--- src/bss_pkg.sv ---
// Package for the bounded sequence store: sizes, operation codes and the
// request, result and memory-port structs shared by the controller and top.
// No dependencies.
package bss_pkg;

	localparam int CAPACITY = 64;
	localparam int DATA_W   = 32;
	localparam int POS_W    = 8;
	localparam int FUNC_W   = 2;
	localparam int ADDR_W   = $clog2(CAPACITY);
	localparam int CNT_W    = $clog2(CAPACITY + 1);

	localparam logic [FUNC_W-1:0] FUNC_PUSH_FRONT = 2'd0;
	localparam logic [FUNC_W-1:0] FUNC_APPEND     = 2'd1;
	localparam logic [FUNC_W-1:0] FUNC_REMOVE     = 2'd2;

	typedef struct packed {
		logic [FUNC_W-1:0]        func;
		logic signed [DATA_W-1:0] value;
		logic [POS_W-1:0]         position;
	} req_t;

	typedef struct packed {
		logic signed [DATA_W-1:0] element;
		logic                     last;
		logic                     empty_res;
		logic                     rejected;
	} res_t;

	typedef struct packed {
		logic              re;
		logic [ADDR_W-1:0] raddr;
		logic              we;
		logic [ADDR_W-1:0] waddr;
		logic [DATA_W-1:0] wdata;
	} mem_req_t;

endpackage

--- src/bss_ram.sv ---
// Generic simple dual-port RAM: one write port, one read port, registered
// read data. No package dependency.
module bss_ram #(
	parameter int DEPTH = 64,
	parameter int WIDTH = 32,
	localparam int AW = $clog2(DEPTH)
) (
	input  logic             clk,
	input  logic             we,
	input  logic [AW-1:0]    waddr,
	input  logic [WIDTH-1:0] wdata,
	input  logic             re,
	input  logic [AW-1:0]    raddr,
	output logic [WIDTH-1:0] rdata
);

	logic [WIDTH-1:0] mem [DEPTH];
	logic [WIDTH-1:0] rdata_q;

	// write and read the array, read data registered
	always_ff @(posedge clk) begin
		if (we) begin
			mem[waddr] <= wdata;
		end
		if (re) begin
			rdata_q <= mem[raddr];
		end
	end

	assign rdata = rdata_q;

endmodule

--- src/bss_ctrl.sv ---
// Sequencer of the bounded sequence store: decodes a request, moves stored
// elements through the RAM one per cycle, then reads out the whole sequence.
// Depends on bss_pkg.
module bss_ctrl (
	input  logic                      clk,
	input  logic                      arst_n,
	input  logic                      start,
	input  bss_pkg::req_t             req,
	output logic                      busy,
	output logic                      strobe,
	output bss_pkg::res_t             res,
	output bss_pkg::mem_req_t         mem,
	input  logic [bss_pkg::DATA_W-1:0] rdata
);

	typedef enum logic [3:0] {
		S_IDLE  = 4'b0001,
		S_SHIFT = 4'b0010,
		S_FILL  = 4'b0100,
		S_DUMP  = 4'b1000
	} state_t;

	state_t state_q, state_d;
	logic [bss_pkg::CNT_W-1:0]  count_q, count_d;
	logic                       issuing_q, issuing_d;
	logic [bss_pkg::ADDR_W-1:0] idx_q, idx_d;
	logic [bss_pkg::ADDR_W-1:0] end_q, end_d;
	logic                       up_q, up_d;
	logic [bss_pkg::ADDR_W-1:0] fill_addr_q, fill_d;
	bss_pkg::req_t              req_q, req_d;
	logic                       rej_q, rej_d;
	logic                       rd_vld_s1;
	logic [bss_pkg::ADDR_W-1:0] rd_addr_s1;

	logic [bss_pkg::CNT_W-1:0]  cnt_m1;
	logic [bss_pkg::ADDR_W-1:0] last_idx;
	logic [bss_pkg::ADDR_W-1:0] pos_lo;
	logic                       full;
	logic                       pos_hit;

	// derive count-related terms
	assign cnt_m1   = count_q - bss_pkg::CNT_W'(1);
	assign last_idx = cnt_m1[bss_pkg::ADDR_W-1:0];
	assign full     = (count_q >= bss_pkg::CNT_W'(bss_pkg::CAPACITY));
	assign pos_hit  = (req.position < bss_pkg::POS_W'(count_q));
	assign pos_lo   = req.position[bss_pkg::ADDR_W-1:0];
	assign busy     = (state_q != S_IDLE);

	// decode, shift, fill and dump sequencing
	always_comb begin
		state_d   = state_q;
		count_d   = count_q;
		issuing_d = issuing_q;
		idx_d     = idx_q;
		end_d     = end_q;
		up_d      = up_q;
		fill_d    = fill_addr_q;
		req_d     = req_q;
		rej_d     = rej_q;
		mem       = '0;
		strobe    = 1'b0;
		res       = '0;
		case (state_q)
			S_IDLE: begin
				if (start) begin
					req_d     = req;
					rej_d     = 1'b0;
					idx_d     = '0;
					issuing_d = 1'b1;
					state_d   = S_DUMP;
					case (req.func)
						bss_pkg::FUNC_PUSH_FRONT: begin
							if (full) begin
								rej_d = 1'b1;
							end else if (count_q == '0) begin
								state_d = S_FILL;
								fill_d  = '0;
							end else begin
								state_d = S_SHIFT;
								up_d    = 1'b1;
								idx_d   = last_idx;
								end_d   = '0;
							end
						end
						bss_pkg::FUNC_APPEND: begin
							if (full) begin
								rej_d = 1'b1;
							end else begin
								state_d = S_FILL;
								fill_d  = count_q[bss_pkg::ADDR_W-1:0];
							end
						end
						bss_pkg::FUNC_REMOVE: begin
							if (pos_hit) begin
								if (pos_lo == last_idx) begin
									count_d = cnt_m1;
								end else begin
									state_d = S_SHIFT;
									up_d    = 1'b0;
									idx_d   = pos_lo + bss_pkg::ADDR_W'(1);
									end_d   = last_idx;
								end
							end
						end
						default: ;
					endcase
				end
			end
			S_SHIFT: begin
				// read one element a cycle, write it one slot over once its read data returns
				mem.re    = issuing_q;
				mem.raddr = idx_q;
				if (issuing_q) begin
					if (idx_q == end_q) begin
						issuing_d = 1'b0;
					end else begin
						idx_d = up_q ? idx_q - bss_pkg::ADDR_W'(1)
						             : idx_q + bss_pkg::ADDR_W'(1);
					end
				end
				if (rd_vld_s1) begin
					mem.we    = 1'b1;
					mem.waddr = up_q ? rd_addr_s1 + bss_pkg::ADDR_W'(1)
					                 : rd_addr_s1 - bss_pkg::ADDR_W'(1);
					mem.wdata = rdata;
				end
				if (!issuing_q && rd_vld_s1) begin
					if (up_q) begin
						state_d = S_FILL;
						fill_d  = '0;
					end else begin
						count_d   = cnt_m1;
						state_d   = S_DUMP;
						idx_d     = '0;
						issuing_d = 1'b1;
					end
				end
			end
			S_FILL: begin
				// drop the new value into its slot
				mem.we    = 1'b1;
				mem.waddr = fill_addr_q;
				mem.wdata = req_q.value;
				count_d   = count_q + bss_pkg::CNT_W'(1);
				state_d   = S_DUMP;
				idx_d     = '0;
				issuing_d = 1'b1;
			end
			S_DUMP: begin
				if (count_q == '0) begin
					strobe        = 1'b1;
					res.last      = 1'b1;
					res.empty_res = 1'b1;
					res.rejected  = rej_q;
					state_d       = S_IDLE;
				end else begin
					mem.re    = issuing_q;
					mem.raddr = idx_q;
					if (issuing_q) begin
						if (idx_q == last_idx) begin
							issuing_d = 1'b0;
						end else begin
							idx_d = idx_q + bss_pkg::ADDR_W'(1);
						end
					end
					if (rd_vld_s1) begin
						strobe       = 1'b1;
						res.element  = rdata;
						res.last     = (rd_addr_s1 == last_idx);
						res.rejected = rej_q;
						if (rd_addr_s1 == last_idx) begin
							state_d = S_IDLE;
						end
					end
				end
			end
			default: begin
				state_d = S_IDLE;
			end
		endcase
	end

	// control registers
	always_ff @(posedge clk or negedge arst_n) begin
		if (!arst_n) begin
			state_q   <= S_IDLE;
			count_q   <= '0;
			issuing_q <= 1'b0;
			rd_vld_s1 <= 1'b0;
		end else begin
			state_q   <= state_d;
			count_q   <= count_d;
			issuing_q <= issuing_d;
			rd_vld_s1 <= mem.re;
		end
	end

	// payload and address registers
	always_ff @(posedge clk) begin
		idx_q       <= idx_d;
		end_q       <= end_d;
		up_q        <= up_d;
		fill_addr_q <= fill_d;
		req_q       <= req_d;
		rej_q       <= rej_d;
		rd_addr_s1  <= mem.raddr;
	end

	// a move never reads the slot it writes in the same cycle
	assert property (@(posedge clk) disable iff (!arst_n)
		(mem.we && mem.re) |-> (mem.waddr != mem.raddr))
		else $error("read and write hit the same entry");

	// the count never passes capacity
	assert property (@(posedge clk) disable iff (!arst_n)
		count_q <= bss_pkg::CNT_W'(bss_pkg::CAPACITY))
		else $error("entry count beyond capacity");

	// the count moves by at most one per cycle
	assert property (@(posedge clk) disable iff (!arst_n)
		(count_q == $past(count_q)) ||
		(count_q == $past(count_q) + bss_pkg::CNT_W'(1)) ||
		(count_q == $past(count_q) - bss_pkg::CNT_W'(1)))
		else $error("entry count jumped");

	// the final result of a dump frees the block
	assert property (@(posedge clk) disable iff (!arst_n)
		(strobe && res.last) |=> !busy)
		else $error("still busy after last result");

	// an accepted request always produces work
	assert property (@(posedge clk) disable iff (!arst_n)
		(start && !busy) |=> busy)
		else $error("request accepted but block idle");

endmodule

--- src/bounded_sequence_store_unit.sv ---
// Bounded sequence store: up to CAPACITY signed values held in one RAM.
// Busy after accept: a front insert or a remove first shifts the elements it
// displaces one slot over, an insert that fits then writes its value, and the
// sequence streams out, one result per cycle (one empty result if empty).
// Reset clears the count, so the store reads as empty; RAM is not cleared.
// Results carry a one-cycle strobe; the receiver cannot stall.
module bounded_sequence_store_unit (
	input  logic          clk,
	input  logic          arst_n,
	input  logic          start,
	output logic          busy,
	input  bss_pkg::req_t req,
	output logic          strobe,
	output bss_pkg::res_t res
);

	bss_pkg::mem_req_t          mem;
	logic [bss_pkg::DATA_W-1:0] rdata;

	// sequencer
	bss_ctrl u_ctrl (
		.clk    (clk),
		.arst_n (arst_n),
		.start  (start),
		.req    (req),
		.busy   (busy),
		.strobe (strobe),
		.res    (res),
		.mem    (mem),
		.rdata  (rdata)
	);

	// element storage
	bss_ram #(
		.DEPTH (bss_pkg::CAPACITY),
		.WIDTH (bss_pkg::DATA_W)
	) u_ram (
		.clk   (clk),
		.we    (mem.we),
		.waddr (mem.waddr),
		.wdata (mem.wdata),
		.re    (mem.re),
		.raddr (mem.raddr),
		.rdata (rdata)
	);

endmodule

--- config.mk ---
export PLATFORM = sky130hd
export DESIGN_NAME = bounded_sequence_store_unit
export DESIGN_NICKNAME = d
export VERILOG_FILES = /design/src/bss_pkg.sv /design/src/bss_ram.sv /design/src/bss_ctrl.sv /design/src/bounded_sequence_store_unit.sv
export SDC_FILE = /design/constraint.sdc
export NUM_CORES = 2
export LEC_CHECK = 0
export BUFFER_PORTS_ARGS = -buffer_cell sky130_fd_sc_hd__buf_2
export CAP_MARGIN = 20
export CORE_UTILIZATION = 40
export DETAILED_ROUTE_END_ITERATION = 10
export PLACE_DENSITY = 0.69
export SLEW_MARGIN = 20
export SYNTH_ARGS = -nofsm -noshare
export SYNTH_HDL_FRONTEND = slang
export SYNTH_SLANG_ARGS = --single-unit
--- constraint.sdc ---
create_clock -name clk -period 4.6 [get_ports clk]
set_input_delay 0.46 -clock clk [delete_from_list [all_inputs] [get_ports clk]]
set_output_delay 0.46 -clock clk [all_outputs]
set_load 0.005 [all_outputs]
==> flow_metrics.py <==
metrics = {
    "detailed_routing": {
        "vias": 56379,
        "routed_wirelength_um": 281000,
        "viasPerCell": 6.36,
        "drtPass1Iterations": 8,
        "drtIter0Drc": 9628,
        "postRouteAntennaNets": 0,
        "drc": 0,
        "avgRoutedWirePerCell_um": 31.7,
    },
    "grt": {
        "grt_max_degree": 148,
        "track_usage_pct": 25.9,
        "grt_pass1_wl_um": 392000,
        "antenna_found_initial": 15,
        "overflow": 0,
        "grt_pass1_vias": 52705,
    },
    "sta": {
        "worst_slew_pin_slew_ns": 1.27,
        "max_freq_mhz": 216,
        "slew_headroom_pct": 14.0,
        "maxSlewViolCount": 0,
        "period_share_pct": 101,
        "rsz0062_at_grt": "no",
        "skew_ns": 0.0768,
        "post-route-min-period_ns": 4.62,
        "setup_ws_ns": -0.0240,
        "hold_viol": 0,
        "worst_hold_slack_ns": 0.0617,
        "setup_viol": 3,
    },
    "critical_path": {
        "critical_path_required_ns": 5.16,
        "slowest_stage": "o311a_2",
        "cp-end-kind": "register",
        "critical_path_class": "reg2reg",
        "crit_chain": "inv_1, ha_1, or4b_4, o311a_2, buf_12, nand2_8, buf_4, buf_4, o22ai_1, a211oi_2, o311a_1, a31oi_2",
        "cp.depth": 12,
        "rr_worst_depth": 12,
        "cp-start-kind": "register",
        "slowest_delay_ns": 0.56,
        "crit_fanout": 22,
        "cp.arrival_ns": 5.18,
        "crit_buf_inv": 4,
        "crit_family": "compound AO/OA/AOI/OAI gates",
        "path_common_cell": "buf_4",
    },
    "power_and_ir_drop": {
        "clockPowerShare_pct": 32.6,
        "p_seq_share_pct": 43.6,
        "power_density_mw_per_mm2": 511,
        "p_sw_share_pct": 31.9,
        "p_leak_nw": 29.2,
        "comb_power_share_pct": 23.8,
        "vdd_ir_drop_max_mv": 0.630,
        "p_int_mw": 34.1,
        "power.switching_mw": 16.0,
    },
    "placement": {
        "place_congestion": 0.914,
        "place_hpwl_um": 163000,
        "io_buffers": 81,
        "place_ws_ns": -0.163,
    },
    "floorplan": {
        "die-area_mm2": 0.213,
        "ios": 82,
        "initial_core_util_pct": 40.2,
        "fp.dieH_um": 461,
        "rows": 168,
        "core_mm2": 0.210,
        "die_x_um": 461,
    },
    "logic_synthesis": {
        "synth_top_cell_area_share_pct": 75.9,
        "ys_seq_area_share_pct": 76.5,
        "synthesis.area_mm2": 0.0843,
        "synth_edf_count": 2132,
        "synth_common_cells": "edfxtp_1, nand2_1, nor2_1",
        "yosysMostFrequentCell": "edfxtp_1",
        "synthFlopType": "edfxtp_1",
        "synth_nets": 5623,
        "yosys.area.top_type": "edfxtp_1",
        "synthArstFlopShare_pct": 0.604,
        "ys_ff_latch": 2151,
        "yosysUniqueCellTypes": 76,
        "synth.area.top_cells": "edfxtp_1, o221ai_1, nand2_1",
        "yosys_warnings": 0,
        "netlist_instances": 5560,
        "syn_area_per_cell_um2": 15.2,
    },
    "final_layout": {
        "area_growth_pct": 16.4,
        "fin_nets": 5936,
        "drive_gt1_share_pct": 15.7,
    },
    "clock_network": {
        "cts_tree": "yes",
        "postCtsSetupBuffers": 0,
        "insertion_delay_ns": 0.88,
        "cts-htree-levels": 4,
        "clock-root-buffer": "clkbuf_16",
        "numCtsBuffers": 206,
        "clk_pin_slew_ns": 0.06,
        "clock_path_buffers": 3,
        "cts_sinks": 2151,
    },
    "hold_path": {
        "hold_class": "in2async",
    },
    "status": {
        "failed_checks": "setup timing",
        "status": "finished with violations",
    },
    "run": {
        "cap_viol_max_count": 0,
    },
}
==> power groups by stage <==
stage | clock network (mW) | registers [mW] | logic (mW)
after floorplan | 0 | 22.1 | 6.13
after global placement | 0 | 22.2 | 11.2
after detailed placement | 0 | 22.2 | 11.3
after CTS | 16.4 | 21.8 | 11.4
after global routing | 17.1 | 21.8 | 12.2
final | 16.3 | 21.9 | 11.9
==> sequential cells by signal, indices dropped and copies added, names as in the netlist <==
name and flops:
u_ram.rdata 32, u_ctrl.rd_addr_s1 6, u_ram.mem 2048, u_ctrl.count_q 7, u_ctrl.issuing_q 1, u_ctrl.fill_addr_q 6
u_ctrl.state_q 4, u_ctrl.idx_q 6, u_ctrl.rd_vld_s1 1, u_ctrl.rej_q 1, u_ctrl.req_q 32, u_ctrl.up_q 1
u_ctrl.end_q 6
==> cells in the final DEF, fill, tap and decap left out, drive strengths merged, types with 9 or more instances in the layout <==
master	n
ha	17
clkinv	103
o22ai	167
o31ai	22
mux2	36
xnor2	32
bufinv	10
o32ai	22
edfxtp	2132
nand2	583
a211o	17
nand3	20
inv	39
nor2	352
nand4	9
a31oi	227
mux2i	125
and3	16
o21ai	323
o211ai	14
nor4	39
nor3	86
o22a	17
or3	12
diode	11
clkbuf	258
xor2	15
o32a	12
dfrtp	12
a21oi	209
and2	32
buf	475
dlygate4sd3	37
o221ai	314
o21a	17
a211oi	127
o311ai	12
==> cells by family after synthesis <==
logic type | synth area share, %
buffers and inverters | 2.39
AO/OA/AOI/OAI | 12.4
flip-flops | 76.5
AND/OR/NAND/NOR | 5.95
multiplexers | 1.97
XOR/XNOR | 0.515
adder cells (fa/ha/maj) | 0.276
==> metrics by stage <==
step	std cells	utilization (%)	cell area, µm²	TNS (ns)	total power, mW
4_1_cts	8849	46.7	98000	0	49.7
3_3_place_gp	8429	43.4	91000	-1.49	33.4
3_5_place_dp	8431	43.4	91100	-0.373	33.6
2_1_floorplan	5560	-	84300	0	28.2
6_report	8862	46.8	98100	-0.0385	50.1
5_1_grt	8852	46.8	98100	0	51.1
==> layer usage <==
metal	up-vias	share of wire, %	GRT usage (%)
li1	22758	-	-
met1	28127	35	33.7
met2	4739	44	38.2
met3	751	15	8.54
met4	4	5.9	13.8
met5	-	0.010	0
==> layout make-up <==
cell class | instances | area [µm²]
fillers | 17599 | 111000
repair buffers | 512 | 4560
inverters | 31 | 134
clock buffers | 258 | 5370
clock inverters | 123 | 1100
flip-flops and latches | 2151 | 64500
well taps | 2805 | 3510
multi-input cells | 2971 | 18900
diodes | 11 | 27.5
==> path summary, 6_finish.rpt <==
path                                          end  slack, ns               from
worst max-delay path              u_ram.rdata[17]      -0.02  u_ctrl.count_q[1]
min in group clk                  u_ctrl.idx_q[5]       0.16             req[5]
worst min register to register   u_ctrl.issuing_q       0.61   u_ctrl.issuing_q
worst max register to register    u_ram.rdata[17]      -0.02  u_ctrl.count_q[1]
max in group asynchronous       u_ctrl.state_q[0]       4.25             arst_n
worst min-delay path             u_ctrl.issuing_q       0.06             arst_n
==> worst register-to-register path, cell delays in order (launching register included) <==
cell,delay [ns]
dfrtp_1,0.43
inv_1,0.14
ha_1,0.16
or4b_4,0.49
o311a_2,0.56
buf_12,0.26
nand2_8,0.29
buf_4,0.32
buf_4,0.37
o22ai_1,0.18
a211oi_2,0.45
o311a_1,0.50
a31oi_2,0.17
==> timing repair <==
action | 4_1_cts | 5_1_grt
hold endpoints to repair | 49 | 0
hold buffers | 37 | 0
resized for setup | 11 | 8
endpoints found under the setup margin | 6 | 9
Power figures use the tool's default switching activity.
